==> src/sv/oblivious_chained_hash_join_assert.svh <==
// Assertion macros for the hash join block
`ifndef OBLIVIOUS_CHAINED_HASH_JOIN_ASSERT_SVH
`define OBLIVIOUS_CHAINED_HASH_JOIN_ASSERT_SVH
// implication checked every clock, off during reset
`define OCHJ_ASSERT_IMP(label, ante, cons) \
    label: assert property (@(posedge clk) disable iff (!rst_n) (ante) |-> (cons)) \
        else $error("assertion failed");
// next-cycle implication
`define OCHJ_ASSERT_NXT(label, ante, cons) \
    label: assert property (@(posedge clk) disable iff (!rst_n) (ante) |=> (cons)) \
        else $error("assertion failed");
`endif

==> src/sv/ochj_pkg.sv <==
// ----------------------------------------------------------------------------
// ochj_pkg
// Shared types and constants of the hash join block.
// ----------------------------------------------------------------------------
package ochj_pkg;
    localparam int DEF_BUILD_CAPACITY = 64;
    localparam int HEAD_DEPTH = 64;
    localparam int HEAD_AW = 6;
    localparam int CNT_W = 7;
    localparam int SHIFT_W = 5;
    localparam int KEY_W = 32;

    localparam logic [1:0] REQ_BUILD = 2'd0;
    localparam logic [1:0] REQ_PROBE = 2'd1;
    localparam logic [1:0] REQ_CLEAR = 2'd2;

    localparam logic CFG_BUILD_COUNT = 1'b0;
    localparam logic CFG_RADIX_SHIFT = 1'b1;

    // classified request from front to back
    typedef struct packed {
        logic [1:0]       op;
        logic [KEY_W-1:0] key;
        logic [KEY_W-1:0] payload;
        logic [HEAD_AW-1:0] bucket;
    } cmd_t;
endpackage

==> src/sv/ochj_front.sv <==
// ----------------------------------------------------------------------------
// ochj_front
// Accepts requests, computes the bucket and queues them for the back end.
// ----------------------------------------------------------------------------
module ochj_front
    import ochj_pkg::*;
#(
    parameter int BUILD_CAPACITY = DEF_BUILD_CAPACITY
) (
    input  logic               clk,
    input  logic               rst_n,
    input  logic               push,
    output logic               full,
    input  logic [1:0]         req_type,
    input  logic [KEY_W-1:0]   key,
    input  logic [KEY_W-1:0]   payload,
    input  logic [CNT_W-1:0]   build_count,
    input  logic [SHIFT_W-1:0] radix_shift,
    output logic               cmd_valid,
    output cmd_t               cmd,
    input  logic               cmd_take
);
    localparam int QD = 2;
    cmd_t q_reg [QD];
    logic [0:0] wp_reg, rp_reg;
    logic [1:0] cnt_reg;
    logic [CNT_W-1:0] eff;
    logic [HEAD_AW-1:0] mask;
    logic [KEY_W-1:0] shifted;
    cmd_t c;
    logic acc;

    always_comb
    begin
        eff = (build_count > CNT_W'(BUILD_CAPACITY)) ? CNT_W'(BUILD_CAPACITY) : build_count;
        mask = '0;
        for (int i = 0; i < HEAD_AW; i++)
        begin
            // bit i set when 2^i < eff, giving next-pow2 minus one
            if ((CNT_W'(1) << i) < eff)
            begin
                mask[i] = 1'b1;
            end
        end
        shifted = key >> radix_shift;
        c.op = req_type;
        c.key = key;
        c.payload = payload;
        c.bucket = shifted[HEAD_AW-1:0] & mask;
    end

    assign full = (cnt_reg == 2'(QD));
    assign acc = push && !full;
    assign cmd_valid = (cnt_reg != 2'd0);
    assign cmd = q_reg[rp_reg];

    always_ff @(posedge clk)
    begin
        if (acc)
        begin
            q_reg[wp_reg] <= c;
        end
    end

    always_ff @(posedge clk or negedge rst_n)
    begin
        if (!rst_n)
        begin
            wp_reg <= '0;
            rp_reg <= '0;
            cnt_reg <= '0;
        end
        else
        begin
            if (acc)
            begin
                wp_reg <= wp_reg + 1'b1;
            end
            if (cmd_take && cmd_valid)
            begin
                rp_reg <= rp_reg + 1'b1;
            end
            cnt_reg <= cnt_reg + 2'(acc) - 2'(cmd_take && cmd_valid);
        end
    end
endmodule

==> config.mk <==
export PLATFORM = sky130hd
export DESIGN_NAME = ochj_front
export DESIGN_NICKNAME = d
export VERILOG_FILES = /design/src/sv/oblivious_chained_hash_join_assert.svh /design/src/sv/ochj_pkg.sv /design/src/sv/ochj_front.sv
export SDC_FILE = /design/constraint.sdc
export NUM_CORES = 1
export LEC_CHECK = 0
export ABC_CLOCK_PERIOD_IN_PS = 5700
export BUFFER_PORTS_ARGS = -buffer_cell sky130_fd_sc_hd__buf_2
export CAP_MARGIN = 0
export CORE_ASPECT_RATIO = 0.5
export CORE_UTILIZATION = 52
export DETAILED_ROUTE_END_ITERATION = 8
export PLACE_DENSITY_LB_ADDON = 0.25
export SLEW_MARGIN = 20
export SYNTH_ARGS = -nofsm -noshare
export SYNTH_HDL_FRONTEND = slang
export SYNTH_SLANG_ARGS = --single-unit
==> constraint.sdc <==
create_clock -name clk -period 5.7 [get_ports clk]
set_input_delay 1.14 -clock clk [delete_from_list [all_inputs] [get_ports clk]]
set_output_delay 1.14 -clock clk [all_outputs]
set_load 0.03 [all_outputs]
==> summary.txt <==
Detail Route Antenna Nets: 0
Transition time at the pin with the least slew margin: 1069 ps
Largest net degree at the start of global routing: 74
Pins Over Slew Limit: 0
Distinct cells, synth: 45
GR Overflow Total: 0
DRT iter0 DRCs: 310
CTS tree: yes
Most common cell after layout, fill and taps aside: buf_2
Critical path's slowest cell: dfrtp_4
Core Footprint: 0.01223 mm²
Row cnt: 28
Sequential area share after synthesis: 65.63%
Critical path, cell by cell: mux2_2, buf_2
Initial Util: 55.14%
PostCTS Resize Cnt: 0
DP Wirelength: 8.764 mm
Syn_area_per_cell: 18.73 µm²
Residual DRC: 0
Crit-path max FO: 73
Sequential share of power: 40.4%
Post-CTS setup buffer count: 0
Total number of vias: 3897
Mapped Area: 0.006741 mm²
Final worst-path cycle share: 58.03%
Initial antenna violation count: 0
Async SR Flop Fraction: 2.703%
Max-cap violations: 0
Min-delay worst type: reg2reg
Synthesized flop and latch total: 148
Slowest stage delay, CP: 1070 ps
CTS Sinks: 148
Area contributors post-synth: edfxtp_1 (64%), mux2_2 (13%), mux4_2 (7.3%), mux4_1 (3.9%), dfrtp_1 (1.5%)
Pwr Density: 499.5 mW/mm²
Ports: 156
Syn nets: 444
RSZ-0062 raised after global routing: false
Sw Ratio: 36.85%
CTS clk-pin slew, worst paths: 70 ps
Number of flops mapped to enable cells by yosys: 144
Combinational group share of total power: 33.6%
Total track usage: 21.26%
XOR/XNOR share of the synthesized area: 0.5197%
Post-Route WL: 13.55 mm
First-pass GRT wire length: 20.84 mm
Post-layout min period: 3308 ps
Root Driver: clkbuf_16
Critical Path AT: 2170 ps
Die X: 163.0 µm
Hold Fails Final Rpt: 0
Number of port buffers: 155
GP Congestion: 0.8283
Share of layout cells above drive strength 1: 56.08%
Largest family of logic cells by synthesized area: multiplexers
Outcome: finished, final reports clean
WP data required: 4560 ps
Worst Skew: 12.93 ps
Synth warn: 0
Die area: 0.01345 mm²
Compound-Gate Fraction of Synth Area: 3.396%
Crit-path leading delay family: flip-flops
Vias in the first global route: 3953
Highest ir drop seen on vdd: 0.0004920 V
Multiplexer share of the synthesized area: 25.00%
Final Setup Violations: 0
P_leak: 0.003025 µW
TNS Setup: 0 ps
Later-pin clock latency in the skew report: 420 ps
Post-Synth Adder-Cell Area: 0.3712%
Max reg flops: 144
Fmax: 0.3023 GHz
Max-slew headroom: 28.73%
Mapped Cells: 360
Internal power: 2580 µW
Post-synth top area cell: edfxtp_1
P&R area growth vs syn: 21.33%
Critical Path End Type: primary output
Fin util: 66.90%
Most frequent cells in the layout: buf_2 (155), edfxtp_1 (144), mux2_2 (77), mux4_2 (22), clkbuf_16 (17)
Via density: 5.640
Yosys top cell area share: 64.14%
Ys flop type: edfxtp_1
Diode count: 0
Hold Buf Count CTS: 0
Switching Power: 1505 µW
Drt wl/cell: 19.61 µm
Synth Area in Simple Gates: 2.821%
First-pass DRT Iterations: 4
Deepest clock path buffer count: 2
Fin nets: 597
Startpoint Class: flop
Fillcell total: 863
Kind of critical path: reg2out
Die H: 82.51 µm
Clock power frac: 25.9%
Number of buffers and inverters on the critical path: 1
CTS Buf Count: 17
CTS H-tree lvls: 4
## final timing paths
check / start / endpoint / slack [ps] / cells past startpoint
min: cnt_reg[1]$_DFF_PN0_ / cnt_reg[1]$_DFF_PN0_ / 490 / 1
max: rp_reg$_DFFE_PN0P_ / cmd[2] / 2390 / 2
max reg2reg: cnt_reg[1]$_DFF_PN0_ / q_reg[0][52]$_DFFE_PP_ / 3260 / 4
min reg2reg: cnt_reg[1]$_DFF_PN0_ / cnt_reg[1]$_DFF_PN0_ / 490 / 1
max in group asynchronous: rst_n / rp_reg$_DFFE_PN0P_ / 5060 / 1
min in group asynchronous: rst_n / wp_reg$_DFFE_PN0P_ / 510 / 1
## synthesized netlist by cell type (2+ instances only)
library cell / number
edfxtp_1: 144
mux2_2: 77
mux4_2: 22
mux4_1: 10
clkbuf_1: 9
nor2_1: 7
a22oi_1: 6
mux2i_1: 6
inv_1: 5
nand2_1: 5
and2_1: 4
buf_2: 4
buf_4: 4
dfrtp_1: 4
nor2b_1: 4
o211ai_1: 4
o21ai_0: 4
and3_1: 3
xnor2_1: 3
a211oi_1: 2
buf_1: 2
buf_6: 2
ha_1: 2
nand3_1: 2
nand3b_1: 2
o22ai_1: 2
o31ai_1: 2
or2_2: 2
## per-layer routing
layer  vias up  global-route usage [%]  wire length, µm
li1       1797                       -                -
met1      1943                   28.15             5920
met2       150                   34.34             6622
met3         7                   5.644              886
met4         0                   7.944              121
met5         -                       0                0
## area by class of cell
| cell class | instances | area (µm²) | share of cell area [%] |
|---|---|---|---|
| Clock buffer | 17 | 425.4 | 5.201 |
| Inverter | 5 | 18.77 | 0.2295 |
| Timing Repair Buffer | 156 | 783.3 | 9.576 |
| Tap cell | 165 | 206.4 | 2.524 |
| Sequential cell | 148 | 4428 | 54.14 |
| Multi-Input combinational cell | 185 | 2177 | 26.62 |
| Clock inverter | 15 | 140.1 | 1.713 |
## cell families after synthesis
group / count (synthesis)
muxes: 115
and+or+nand+nor: 34
adders and majority gates: 2
AOI/OAI and AO/OA: 30
xor gates and xnor gates: 4
buffers and inverters: 27
DFF: 148
## power by group through the flow
stage	combinational, µW	sequential (µW)	clock [µW]
global route	1460	1690	1130
global placement	1370	1670	0
CTS	1390	1660	1080
detailed placement	1380	1680	0
floorplan	1110	1570	0
finish	1370	1650	1060
## through the flow
stage,cell area (µm²),power [µW],std cells,hold slack (ps),setup WS [ps]
2_1_floorplan,6741,2679,360,460.4,957.0
3_3_place_gp,7614,3041,659,474.2,2371
3_5_place_dp,7614,3067,659,489.1,2327
4_1_cts,8179,4134,691,494.1,2364
5_1_grt,8179,4274,691,489.9,2274
6_report,8179,4085,691,495.0,2392
Note: power is estimated with default switching activity, not from simulation.
